[src/assert_macros.svh]
// Assertion macros shared by the display update arbiter RTL.
// No dependencies; included by files that carry concurrent assertions.
`ifndef ASSERT_MACROS_SVH
`define ASSERT_MACROS_SVH

// Same-cycle implication, disabled while reset is asserted
`define DUA_ASSERT_IMP(label, clk, rst_n, ante, cons) \
	label: assert property (@(posedge clk) disable iff (!(rst_n)) (ante) |-> (cons)) \
		else $error("display update arbiter: implication check failed");

// Next-cycle implication, disabled while reset is asserted
`define DUA_ASSERT_NXT(label, clk, rst_n, ante, cons) \
	label: assert property (@(posedge clk) disable iff (!(rst_n)) (ante) |=> (cons)) \
		else $error("display update arbiter: next-cycle check failed");

`endif

[src/dua_pkg.sv]
// Package for the display update arbiter: widths, constants, register
// indexes and the structs passed between modules. No dependencies.
package dua_pkg;

	localparam int TICK_WIDTH = 32;
	localparam int TEXT_WIDTH = 8;
	localparam int VALUE_WIDTH = 32;
	localparam int THRESH_WIDTH = 31;
	localparam int LINGER_WIDTH = 16;
	localparam int MODE_WIDTH = 5;
	localparam int FONT_WIDTH = 2;
	localparam int TIER_WIDTH = 2;
	localparam int CFG_IDX_WIDTH = 3;
	localparam int CFG_DATA_WIDTH = THRESH_WIDTH;

	localparam logic [TIER_WIDTH-1:0] OWN_TIER = 2'd3;
	localparam logic [MODE_WIDTH-1:0] MODE_MAX = 5'd18;
	localparam logic [FONT_WIDTH-1:0] FONT_MAX = 2'd3;
	// about 0.0005 in Q16.16
	localparam logic [THRESH_WIDTH-1:0] THRESH_RESET = 31'd33;

	// Configuration register indexes
	typedef enum logic [CFG_IDX_WIDTH-1:0] {
		REG_CHANGE_THRESHOLD = 3'd0,
		REG_LINGER_TICKS = 3'd1,
		REG_NUMBER_MODE = 3'd2,
		REG_FONT_SIZE = 3'd3,
		REG_TEXT_PATCHED = 3'd4,
		REG_VALUE_PATCHED = 3'd5,
		REG_TRIGGER_PATCHED = 3'd6,
		REG_SELECT_USED = 3'd7
	} cfg_reg_t;

	typedef struct packed {
		logic [THRESH_WIDTH-1:0] change_threshold;
		logic [LINGER_WIDTH-1:0] linger_ticks;
		logic [MODE_WIDTH-1:0] number_mode;
		logic [FONT_WIDTH-1:0] font_size;
		logic text_patched;
		logic value_patched;
		logic trigger_patched;
		logic select_used;
	} cfg_t;

	typedef struct packed {
		logic req_type;
		logic selected;
		logic [TEXT_WIDTH-1:0] text_number;
		logic [TEXT_WIDTH-1:0] header_number;
		logic signed [VALUE_WIDTH-1:0] sample_value;
		logic trigger_high;
		logic use_default;
		logic [TIER_WIDTH-1:0] foreign_tier;
		logic [LINGER_WIDTH-1:0] foreign_linger;
	} item_t;

	typedef struct packed {
		logic [TICK_WIDTH-1:0] tick_count;
		logic [TICK_WIDTH-1:0] linger_until;
		logic [TICK_WIDTH-1:0] last_write_tick;
		logic owner_here;
		logic [TIER_WIDTH-1:0] owner_tier;
		logic active_flag;
		logic [TEXT_WIDTH-1:0] header;
		logic is_text;
		logic [TEXT_WIDTH-1:0] body_text;
		logic signed [VALUE_WIDTH-1:0] body_value;
		logic [MODE_WIDTH-1:0] mode;
		logic [FONT_WIDTH-1:0] font;
		logic prev_selected;
		logic prev_trigger;
		logic [TEXT_WIDTH-1:0] last_text;
		logic signed [VALUE_WIDTH-1:0] last_value;
	} state_t;

	typedef struct packed {
		logic screen_active;
		logic owned_here;
		logic shows_text;
		logic [TEXT_WIDTH-1:0] shown_header;
		logic [TEXT_WIDTH-1:0] shown_text;
		logic signed [VALUE_WIDTH-1:0] shown_value;
		logic [MODE_WIDTH-1:0] shown_mode;
		logic [FONT_WIDTH-1:0] shown_font;
		logic write_accepted;
	} result_t;

endpackage

[src/dua_cfg_regs.sv]
// Configuration register file of the display update arbiter.
// Depends on dua_pkg.
module dua_cfg_regs (
	input  logic clk,
	input  logic arst_n,
	input  logic cfg_we,
	input  logic [dua_pkg::CFG_IDX_WIDTH-1:0] cfg_index,
	input  logic [dua_pkg::CFG_DATA_WIDTH-1:0] cfg_wdata,
	output dua_pkg::cfg_t cfg
);

	dua_pkg::cfg_t cfg_q;

	// Write decode; all registers reset to their documented values
	always_ff @(posedge clk or negedge arst_n) begin
		if (!arst_n) begin
			cfg_q <= '{change_threshold: dua_pkg::THRESH_RESET, default: '0};
		end else if (cfg_we) begin
			case (dua_pkg::cfg_reg_t'(cfg_index))
				dua_pkg::REG_CHANGE_THRESHOLD: begin
					cfg_q.change_threshold <= cfg_wdata[dua_pkg::THRESH_WIDTH-1:0];
				end
				dua_pkg::REG_LINGER_TICKS: begin
					cfg_q.linger_ticks <= cfg_wdata[dua_pkg::LINGER_WIDTH-1:0];
				end
				dua_pkg::REG_NUMBER_MODE: begin
					cfg_q.number_mode <= cfg_wdata[dua_pkg::MODE_WIDTH-1:0];
				end
				dua_pkg::REG_FONT_SIZE: begin
					cfg_q.font_size <= cfg_wdata[dua_pkg::FONT_WIDTH-1:0];
				end
				dua_pkg::REG_TEXT_PATCHED: begin
					cfg_q.text_patched <= cfg_wdata[0];
				end
				dua_pkg::REG_VALUE_PATCHED: begin
					cfg_q.value_patched <= cfg_wdata[0];
				end
				dua_pkg::REG_TRIGGER_PATCHED: begin
					cfg_q.trigger_patched <= cfg_wdata[0];
				end
				dua_pkg::REG_SELECT_USED: begin
					cfg_q.select_used <= cfg_wdata[0];
				end
				default: begin
					cfg_q <= cfg_q;
				end
			endcase
		end
	end

	assign cfg = cfg_q;

endmodule

[src/dua_eval.sv]
// Single-pass evaluation of one item against the arbiter state: next state
// and the result item. Purely combinational. Depends on dua_pkg.
module dua_eval (
	input  dua_pkg::cfg_t cfg,
	input  dua_pkg::item_t item,
	input  dua_pkg::state_t st,
	output dua_pkg::state_t st_next,
	output dua_pkg::result_t res
);

	logic just_sel;
	logic deselected;
	logic edge_seen;
	logic have;
	logic attempt;
	logic linger_over;
	logic ok;
	logic accepted;
	logic [dua_pkg::TEXT_WIDTH-1:0] body;
	logic signed [dua_pkg::VALUE_WIDTH-1:0] val;
	logic signed [dua_pkg::VALUE_WIDTH:0] diff;
	logic [dua_pkg::VALUE_WIDTH:0] mag;
	logic big_move;

	// Gate, edge and content decode
	always_comb begin
		just_sel = cfg.select_used && item.selected && !st.prev_selected;
		deselected = cfg.select_used && !item.selected;
		edge_seen = item.trigger_high && !st.prev_trigger;
		linger_over = st.tick_count >= st.linger_until;
		body = cfg.text_patched ? item.text_number : '0;
		val = cfg.text_patched ? '0 : item.sample_value;
		have = cfg.text_patched ? (item.text_number != '0) : cfg.value_patched;
	end

	// Distance of the new value from the last one shown
	always_comb begin
		diff = {val[dua_pkg::VALUE_WIDTH-1], val}
			- {st.last_value[dua_pkg::VALUE_WIDTH-1], st.last_value};
		mag = diff[dua_pkg::VALUE_WIDTH] ? (~diff + 1'b1) : diff;
		big_move = mag > {{(dua_pkg::VALUE_WIDTH + 1 - dua_pkg::THRESH_WIDTH){1'b0}},
			cfg.change_threshold};
	end

	// Attempt and arbitration
	always_comb begin
		attempt = 1'b0;
		if (have && !deselected) begin
			if (cfg.trigger_patched) begin
				attempt = edge_seen;
			end else if (just_sel) begin
				attempt = 1'b1;
			end else if (cfg.text_patched) begin
				attempt = body != st.last_text;
			end else begin
				attempt = big_move;
			end
			if (item.use_default && linger_over && !st.owner_here) begin
				attempt = 1'b1;
			end
		end
		ok = st.owner_here || linger_over
			|| (st.active_flag && st.last_write_tick == st.tick_count
			&& dua_pkg::OWN_TIER >= st.owner_tier);
		accepted = !item.req_type && attempt && ok;
	end

	// Next state
	always_comb begin
		st_next = st;
		if (item.req_type) begin
			// another writer took the screen this tick
			st_next.active_flag = 1'b1;
			st_next.owner_here = 1'b0;
			st_next.owner_tier = item.foreign_tier;
			st_next.linger_until = st.tick_count
				+ {{(dua_pkg::TICK_WIDTH - dua_pkg::LINGER_WIDTH){1'b0}}, item.foreign_linger};
			st_next.last_write_tick = st.tick_count;
		end else begin
			st_next.tick_count = st.tick_count + 1'b1;
			st_next.prev_selected = item.selected;
			st_next.prev_trigger = item.trigger_high;
			if (accepted) begin
				st_next.active_flag = 1'b1;
				st_next.header = item.header_number;
				st_next.is_text = cfg.text_patched;
				if (cfg.text_patched) begin
					st_next.body_text = body;
				end else begin
					st_next.body_value = val;
				end
				st_next.mode = (cfg.number_mode > dua_pkg::MODE_MAX)
					? dua_pkg::MODE_MAX : cfg.number_mode;
				st_next.font = (cfg.font_size > dua_pkg::FONT_MAX)
					? dua_pkg::FONT_MAX : cfg.font_size;
				st_next.owner_here = 1'b1;
				st_next.owner_tier = dua_pkg::OWN_TIER;
				st_next.linger_until = st.tick_count
					+ {{(dua_pkg::TICK_WIDTH - dua_pkg::LINGER_WIDTH){1'b0}}, cfg.linger_ticks};
				st_next.last_write_tick = st.tick_count;
				st_next.last_value = val;
				st_next.last_text = body;
			end
			// empty text clears the text baseline
			if (!deselected && cfg.text_patched && !have) begin
				st_next.last_text = '0;
			end
		end
	end

	// Result reflects the state after the item
	always_comb begin
		res.screen_active = st_next.active_flag;
		res.owned_here = st_next.owner_here;
		res.shows_text = st_next.is_text;
		res.shown_header = st_next.header;
		res.shown_text = st_next.body_text;
		res.shown_value = st_next.body_value;
		res.shown_mode = st_next.mode;
		res.shown_font = st_next.font;
		res.write_accepted = accepted;
	end

endmodule

[src/display_update_arbiter.sv]
// Display update arbiter top level: input register, state and result register.
// Depends on dua_pkg, dua_cfg_regs, dua_eval and assert_macros.svh.
//
// One item per clock while the output does not stall. An accepted item is
// registered in the input register, evaluated there against the arbiter
// state, and its result is registered in the result register, which drives
// the output. The rate is set by the state update: every item reads the state
// the previous item left, written back as that item moves to the result
// register. A stall on the output holds the result register and then the
// input register; input stall rises only when both are occupied. The user
// writes configuration through cfg_we, cfg_index and cfg_wdata only while no
// item is in flight; the block does not enforce this. Writes are registered.
`include "assert_macros.svh"

module display_update_arbiter (
	input  logic clk,
	input  logic arst_n,
	// configuration
	input  logic cfg_we,
	input  logic [dua_pkg::CFG_IDX_WIDTH-1:0] cfg_index,
	input  logic [dua_pkg::CFG_DATA_WIDTH-1:0] cfg_wdata,
	// input channel
	input  logic in_valid,
	output logic in_stall,
	input  logic req_type,
	input  logic selected,
	input  logic [dua_pkg::TEXT_WIDTH-1:0] text_number,
	input  logic [dua_pkg::TEXT_WIDTH-1:0] header_number,
	input  logic signed [dua_pkg::VALUE_WIDTH-1:0] sample_value,
	input  logic trigger_high,
	input  logic use_default,
	input  logic [dua_pkg::TIER_WIDTH-1:0] foreign_tier,
	input  logic [dua_pkg::LINGER_WIDTH-1:0] foreign_linger,
	// output channel
	output logic out_valid,
	input  logic out_stall,
	output logic screen_active,
	output logic owned_here,
	output logic shows_text,
	output logic [dua_pkg::TEXT_WIDTH-1:0] shown_header,
	output logic [dua_pkg::TEXT_WIDTH-1:0] shown_text,
	output logic signed [dua_pkg::VALUE_WIDTH-1:0] shown_value,
	output logic [dua_pkg::MODE_WIDTH-1:0] shown_mode,
	output logic [dua_pkg::FONT_WIDTH-1:0] shown_font,
	output logic write_accepted
);

	dua_pkg::cfg_t cfg;
	dua_pkg::item_t item_in;
	dua_pkg::item_t item_s1;
	logic valid_s1;
	dua_pkg::state_t st_q;
	dua_pkg::state_t st_next;
	dua_pkg::result_t res_next;
	dua_pkg::result_t res_s2;
	logic valid_s2;
	logic advance;
	logic in_take;

	dua_cfg_regs u_cfg (
		.clk       (clk),
		.arst_n    (arst_n),
		.cfg_we    (cfg_we),
		.cfg_index (cfg_index),
		.cfg_wdata (cfg_wdata),
		.cfg       (cfg)
	);

	// Pack the input fields
	always_comb begin
		item_in.req_type = req_type;
		item_in.selected = selected;
		item_in.text_number = text_number;
		item_in.header_number = header_number;
		item_in.sample_value = sample_value;
		item_in.trigger_high = trigger_high;
		item_in.use_default = use_default;
		item_in.foreign_tier = foreign_tier;
		item_in.foreign_linger = foreign_linger;
	end

	// Flow control: stage 1 moves on when the result register is free or drains
	assign advance = valid_s1 && (!valid_s2 || !out_stall);
	assign in_stall = valid_s1 && !advance;
	assign in_take = in_valid && !in_stall;

	// Input register
	always_ff @(posedge clk or negedge arst_n) begin
		if (!arst_n) begin
			valid_s1 <= 1'b0;
		end else if (in_take) begin
			valid_s1 <= 1'b1;
		end else if (advance) begin
			valid_s1 <= 1'b0;
		end
	end

	always_ff @(posedge clk) begin
		if (in_take) begin
			item_s1 <= item_in;
		end
	end

	dua_eval u_eval (
		.cfg     (cfg),
		.item    (item_s1),
		.st      (st_q),
		.st_next (st_next),
		.res     (res_next)
	);

	// Arbiter state, updated once per evaluated item
	always_ff @(posedge clk or negedge arst_n) begin
		if (!arst_n) begin
			st_q <= '0;
		end else if (advance) begin
			st_q <= st_next;
		end
	end

	// Result register
	always_ff @(posedge clk or negedge arst_n) begin
		if (!arst_n) begin
			valid_s2 <= 1'b0;
		end else if (advance) begin
			valid_s2 <= 1'b1;
		end else if (!out_stall) begin
			valid_s2 <= 1'b0;
		end
	end

	always_ff @(posedge clk) begin
		if (advance) begin
			res_s2 <= res_next;
		end
	end

	assign out_valid = valid_s2;
	assign screen_active = res_s2.screen_active;
	assign owned_here = res_s2.owned_here;
	assign shows_text = res_s2.shows_text;
	assign shown_header = res_s2.shown_header;
	assign shown_text = res_s2.shown_text;
	assign shown_value = res_s2.shown_value;
	assign shown_mode = res_s2.shown_mode;
	assign shown_font = res_s2.shown_font;
	assign write_accepted = res_s2.write_accepted;

	// A foreign item always leaves the screen owned elsewhere, with no write
	`DUA_ASSERT_NXT(a_foreign_releases, clk, arst_n, advance && item_s1.req_type, valid_s2 && !res_s2.owned_here && !res_s2.write_accepted)
	// An accepted write means this writer owns an active screen
	`DUA_ASSERT_IMP(a_write_owns, clk, arst_n, valid_s2 && res_s2.write_accepted, res_s2.owned_here && res_s2.screen_active)
	// Only own evaluations advance the tick
	`DUA_ASSERT_NXT(a_tick_step, clk, arst_n, advance && !item_s1.req_type, st_q.tick_count == $past(st_q.tick_count) + 1'b1)
	// Input is held off only while the result register is blocked
	`DUA_ASSERT_IMP(a_stall_cause, clk, arst_n, in_stall, valid_s1 && valid_s2 && out_stall)

endmodule
[config.mk]
export PLATFORM = sky130hd
export DESIGN_NAME = display_update_arbiter
export DESIGN_NICKNAME = d
export VERILOG_FILES = /design/src/dua_pkg.sv /design/src/dua_cfg_regs.sv /design/src/dua_eval.sv /design/src/display_update_arbiter.sv
export VERILOG_INCLUDE_DIRS = /design/src /design/src/src
export SDC_FILE = /design/constraint.sdc
export NUM_CORES = 1
export LEC_CHECK = 0
export BUFFER_PORTS_ARGS = -buffer_cell sky130_fd_sc_hd__buf_2
export CORE_ASPECT_RATIO = 0.75
export CORE_UTILIZATION = 40
export DETAILED_ROUTE_END_ITERATION = 8
export GPL_ROUTABILITY_DRIVEN = 0
export HOLD_SLACK_MARGIN = 0.05
export PLACE_DENSITY = 0.7
export SYNTH_ARGS = -nofsm -noshare
export SYNTH_HDL_FRONTEND = slang
export SYNTH_HIERARCHICAL = 1
export SYNTH_SLANG_ARGS = --single-unit
[constraint.sdc]
create_clock -name clk -period 7.1 [get_ports clk]
set_input_delay 1.065 -clock clk [delete_from_list [all_inputs] [get_ports clk]]
set_output_delay 1.065 -clock clk [all_outputs]
set_load 0.01 [all_outputs]
### After elaboration in Yosys (flattened, before gate mapping)

Cells that the tools add are included.

* input port bits: 109
* output and inout bits: 61
* logic and storage cells: 135
* register bits after elaboration: 387

* equal/unequal tests: 10
* mux-type cells: 22
* add/sub/neg operators: 5
* reductions and logical operators: 47
* bitwise logic cells: 2
* order comparisons: 5

Operator list (count)
* 2-to-1 mux 124 bit: 1
* 2-to-1 mux 98 bit: 1
* 2-to-1 mux 68 bit: 1
* adder 32 x 16 -> 32 bit: 2
* 2-to-1 mux 32 bit: 2
* 2-to-1 mux 40 bit: 1
* adder 33 x 1 -> 33 bit (second input constant): 1
* > comparator 33 x 31 -> 1 bit: 1
* 2-to-1 mux 33 bit: 1
* inverter 33 bit: 1
* subtractor 32 x 32 -> 33 bit: 1
* adder 32 x 1 -> 32 bit (second input constant): 1
* == test 32 bit: 1
* >= comparator 32 bit: 1
* 2-to-1 mux 8 bit: 3
* AND reduction 2 bit: 10
* logical AND 1 bit: 16
* == test 3 bit (second input constant): 4
* logical NOT 1 bit: 11
* 2-to-1 mux 1 bit: 10
* inequality test 8 bit: 1
* nonzero test 8 bit: 1
* == test 3 x 2 -> 1 bit (second input constant): 2
* AND reduction 3 bit: 2
* 11 further kinds: 15

### Depth between registers and ports, before layout

* depth after elaboration: 16
* gate-level depth with buffers: 36
* gate-level depth less buffers: 29

### Modules after synthesis

The synthesis kept the hierarchy.

Modules (own cells, without submodules)
* display_update_arbiter: area an instance 11762.5 um^2, instances 1, seq. area each 8878.5 um^2, cells an instance 555
* dua_eval: area an instance 10756.6 um^2, instances 1, seq. area each 0.0 um^2, cells an instance 1605
* dua_cfg_regs: area an instance 2248.4 um^2, instances 1, seq. area each 1453.9 um^2, cells an instance 129

### Worst setup path before layout

Ideal clock, no wire load.

* path kind: reg2reg
* start point: reg u_cfg.cfg_q, in the netlist u_cfg/cfg[3]
* end point: reg st_q[86] (netlist name)
* stages on the path, launching flop included: 33
* buffers on the path: 6
* data required time: 6.975 ns
* setup time: 0.125 ns
* period minus slack after synthesis: 7.657 ns
* path slack: -0.557 ns
* arrival time: 7.532 ns
* cells stage by stage: dfrtp_1 -> buf_2 -> clkbuf_1 -> nand2b_1 -> inv_1 -> ha_1 -> nor2b_1 -> o31a_2 -> o31ai_2 -> mux2i_1 -> o211ai_1 -> nor3_2 -> or4b_1 -> or4_1 -> buf_2 -> o21ai_0 -> xor2_1 -> ha_1 -> nand4_1 -> nor4_1 -> nand4_1 -> or4_1 -> a221oi_1 -> o31ai_1 -> o31ai_1 -> or3_1 -> buf_4 -> clkinv_4 -> nand2_2 -> buf_6 -> mux2_4 -> buf_4 -> mux2_4

RTL lines
* start: declaration: RTL line dua_cfg_regs.sv:12 `dua_pkg::cfg_t cfg_q;`
* start signal: assignment: RTL line dua_cfg_regs.sv:45 `cfg_q <= cfg_q;`
* end signal: assignment: RTL line display_update_arbiter.sv:117 `st_q <= st_next;`
* end: declaration: RTL line display_update_arbiter.sv:52 `dua_pkg::state_t st_q;`

### Worst setup path after layout

* start point: reg u_cfg.cfg_q, in the netlist u_cfg/cfg[3]
* end point: reg st_q[105] (netlist name)

* longest elaborated chain between the ends: 15
* elaborated cells on any way between the ends: 19
* classes of those cells: 2 x add/sub; 1 x order compare; 1 x eq/ne; 9 x mux; 1 x bitwise; 5 x reduce/logical

Ends and longest elaborated chain
* 2-to-1 mux 32 bit: RTL line dua_eval.sv:32 `val = cfg.text_patched ? '0 : item.sample_value;`
* subtractor 32 x 32 -> 33 bit: RTL line dua_eval.sv:39 `- {st.last_value[dua_pkg::VALUE_WIDTH-1], st.last_value};`
* inverter 33 bit: RTL line dua_eval.sv:40 `mag = diff[dua_pkg::VALUE_WIDTH] ? (~diff + 1'b1) : diff;`
* adder 33 x 1 -> 33 bit: RTL line dua_eval.sv:40
* 2-to-1 mux 33 bit: RTL line dua_eval.sv:40
* > comparator 33 x 31 -> 1 bit: RTL line dua_eval.sv:41 `big_move = mag > {{(dua_pkg::VALUE_WIDTH + 1 - dua_pkg::THRESH_WIDTH){1'b0}},`
* 2-to-1 mux 1 bit: RTL line dua_eval.sv:53 `end else if (cfg.text_patched) begin`
* 2-to-1 mux 1 bit: RTL line dua_eval.sv:51 `end else if (just_sel) begin`
* 2-to-1 mux 1 bit: RTL line dua_eval.sv:49 `if (cfg.trigger_patched) begin`
* 2-to-1 mux 1 bit: RTL line dua_eval.sv:58 `if (item.use_default && linger_over && !st.owner_here) begin`
* 2-to-1 mux 1 bit *: RTL line dua_eval.sv:48 `if (have && !deselected) begin`
* logical AND 1 bit * (2 in a row): RTL line dua_eval.sv:65 `accepted = !item.req_type && attempt && ok;`
* nonzero test 2 bit (no line) *
* AND reduction 2 bit (no line) *

Every way passes the cells marked *; elsewhere a longest branch is shown, timed or not.
A chain may end at the register's enable or synchronous reset.

==> impl_metrics.sql <==
INSERT INTO impl_metrics (metric_group, metric, value, unit) VALUES
('sta', 'hold_viol', '0', ''),
('synth', 'yosys_warnings', '6', ''),
('run', 'maxCapViolCount', '0', ''),
('layout', 'utilization', '48.4', '%'),
('layout', 'register_area', '0.0102', 'sq mm'),
('place', 'dpl.cell_count', '3177', ''),
('run_status', 'failed_checks', 'design-rule violations, negative setup slack', ''),
('route', 'ant_nets', '0', ''),
('floorplan', 'die_h', '217', 'microns'),
('layout', 'synthToLayoutAreaGrowth', '19.3', '%'),
('layout', 'drive_above_1_share', '33.3', '%'),
('setup_path', 'critPathMaxStageDelay', '0.58', 'ns'),
('floorplan', 'core.rowCount', '78', ''),
('sta', 'max_slew.worst_pin.slew', '1.19', 'ns'),
('place', 'portBuffers', '167', ''),
('clocking', 'cts_tree', 'built', ''),
('grt', 'grt_util_all_layers', '19.9', '%'),
('sta', 'worst_case_clock_skew', '0.0262', 'ns'),
('layout', 'design.final.nets', '2709', ''),
('layout', 'finalNonFillerCells', '3311', ''),
('clocking', 'cts_max_path_buffers', '3', ''),
('route', 'drt-total-wl', '65500', 'microns'),
('route', 'post-route-drc-count', '24', ''),
('layout', 'most_used_cells_in_the_layout_excluding_fill_and_tap_cells', 'sky130_fd_sc_hd__dfrtp_1, sky130_fd_sc_hd__nand2_1, sky130_fd_sc_hd__mux2_4', ''),
('pwr', 'cellLeakagePower', '13.2', 'nW'),
('route', 'first_pass_iters', '9', ''),
('sta', 'maxClockFrequency', '0.140', 'GHz'),
('pwr', 'pwr_dens', '393', 'mW/mm^2'),
('layout', 'post-route-cell-area', '0.0294', 'sq mm'),
('run_status', 'outcome', 'complete, but fails checks', ''),
('grt', 'grt_pass1_wl', '99500', 'microns'),
('layout', 'filler_cell_count', '5364', ''),
('setup_path', 'critPathLaunchType', 'flip-flop', ''),
('floorplan', 'floorplan.die.width', '288', 'microns'),
('setup_path', 'worst-r2r-setup-slack', '-0.02', 'ns'),
('grt', 'antenna_found_initial', '10', ''),
('setup_path', 'timing.critical_path.arrival', '7.57', 'ns'),
('floorplan', 'die_area', '0.0625', 'sq mm'),
('floorplan', 'initial_utilization', '40.6', '%'),
('pwr', 'peakVddDrop', '251', 'uV'),
('clocking', 'worst_setup_hold_path_clk_slew', '0.06', 'ns'),
('sta', 'rsz0062_at_grt', 'true', ''),
('setup_path', 'crit_path_end_kind', 'flip-flop', ''),
('route', 'post_drt_wl_per_cell', '19.8', 'microns'),
('setup_path', 'critical_path.most_common_cell', 'sky130_fd_sc_hd__buf_4', ''),
('sta', 'slew_headroom', '20.4', '%'),
('setup_path', 'worst-path-max-fanout', '6', ''),
('setup_path', 'start_to_end_type_of_the_worst_setup_path', 'flip-flop to flip-flop', ''),
('setup_path', 'top_family_by_delay_on_critical_path', 'compound AO/OA/AOI/OAI gates', ''),
('grt', 'grt_pass1_vias', '18100', ''),
('place', 'dp_hpwl', '44100', 'microns'),
('clocking', 'cts_inserted_buffers', '43', ''),
('layout', 'multiInputGateArea', '0.0136', 'sq mm'),
('synth', 'synth.avg_cell_area', '10.8', 'sq um'),
('synth', 'syn-num-nets', '2518', ''),
('setup_path', 'critical_path_buf_inv_count', '5', ''),
('grt', 'pin_count_of_the_biggest_net_entering_global_routing', '171', ''),
('sta', 'fin_ws', '-0.0230', 'ns'),
('sta', 'fin_crit_sh', '100', '%'),
('sta', 'timing.final.max_slew_violations', '0', ''),
('synth', 'syn-instance-count', '2277', ''),
('place', 'placed_area', '0.0263', 'sq mm'),
('route', 'initialDrtViolationCount', '1505', ''),
('clocking', 'cts.hold.buffers_added', '0', ''),
('hold_path', 'holdCritPathClass', 'primary input to async pin', ''),
('route', 'viasPerCell', '5.55', ''),
('clocking', 'cts_h_tree_depth', '2', ''),
('clocking', 'worstSkewPairLatency', '0.58', 'ns'),
('pwr', 'finalPower', '11.5', 'mW'),
('clocking', 'clockRootBuffer', 'sky130_fd_sc_hd__clkbuf_16', ''),
('sta', 'post-route-min-period', '7.12', 'ns'),
('floorplan', 'core', '0.0606', 'sq mm'),
('clocking', 'clock_sinks', '383', ''),
('grt', 'grt.overflow.total', '0', ''),
('sta', 'timing.final.setup_violations', '7', ''),
('floorplan', 'pin_count', '170', ''),
('route', 'routed-via-count', '18400', ''),
('layout', 'final_common_cell', 'sky130_fd_sc_hd__dfrtp_1', ''),
('synth', 'syn-cell-area', '0.0246', 'sq mm'),
('setup_path', 'critPathSlowestCell', 'sky130_fd_sc_hd__or4_4', ''),
('setup_path', 'crit_required', '7.55', 'ns');
-- sequential cells by signal (all words and copies together) (netlist names), 2 cells and up --
signal / count
item_s1: 68
shown_font: 2
shown_header: 8
shown_mode: 5
shown_text: 8
shown_value: 32
st_q: 196
u_cfg/cfg: 58
-- cell type report --
type,count,area share [%]
multi-input combinational,1583,46.4
timing repair inverter,1,0.0384
clock inverter,21,0.759
antenna,9,0.0767
inverter,134,1.76
sequential,383,34.8
tap,800,3.41
timing repair buffer,322,8.43
clock buffer,58,4.36
-- metal layers --
metal	wire length, microns	vias up	GRT usage (%)	share of wire (%)
li1	-	8588	-	-
met5	32	-	0	0.049
met2	28700	611	29.6	44
met4	1210	6	5.29	1.8
met1	30900	9079	29.3	47
met3	4650	86	3.57	7.1
-- final timing paths --
kind	cells past startpoint	end	from
max	31	st_q[105]	u_cfg/cfg[3]
min	1	st_q[138]	arst_n
max reg2reg	31	st_q[105]	u_cfg/cfg[3]
min reg2reg	1	out_valid	valid_s1
max in group asynchronous	2	u_cfg/cfg[2]	arst_n
min in group clk	1	out_valid	valid_s1
-- where the power goes --
| group | leakage, nW | internal (mW) | switching, mW |
|---|---|---|---|
| clock network | 0.749 | 1.42 | 0.968 |
| registers | 4.60 | 2.80 | 0.338 |
| logic | 7.85 | 2.85 | 3.16 |
| total | 13.2 | 7.07 | 4.47 |
-- through the flow --
stage	setup WS (ns)	TNS, ns	hold WS [ns]
2_1_floorplan	0.00236	0	0.442
3_3_place_gp	-0.0995	-3.72	0.461
3_5_place_dp	-0.196	-10.09	0.482
4_1_cts	0.00271	0	0.489
5_1_grt	-0.303	-40.62	0.519
6_report	-0.0230	-0.0754	0.488
-- worst register-to-register path, delay by kind of cell, from the launching register on --
kind | cells | cell delay, ns
AOI/OAI and AO/OA | 13 | 2.52
buffers and inverters | 5 | 0.72
and+or+nand+nor | 7 | 1.74
DFF | 1 | 0.48
muxes | 3 | 0.89
xor gates and xnor gates | 1 | 0.20
adders and majority gates | 2 | 0.45
-- timing repair --
item / in CTS / in global routing
hold endpoints to repair: 0 / 0
cloned: 1 / 11
pin swaps: 1 / 32
resized for setup: 9 / 255
endpoints found under the setup margin: 168 / 220
buffers inserted: 2 / 32
Power figures use the tool's default switching activity.
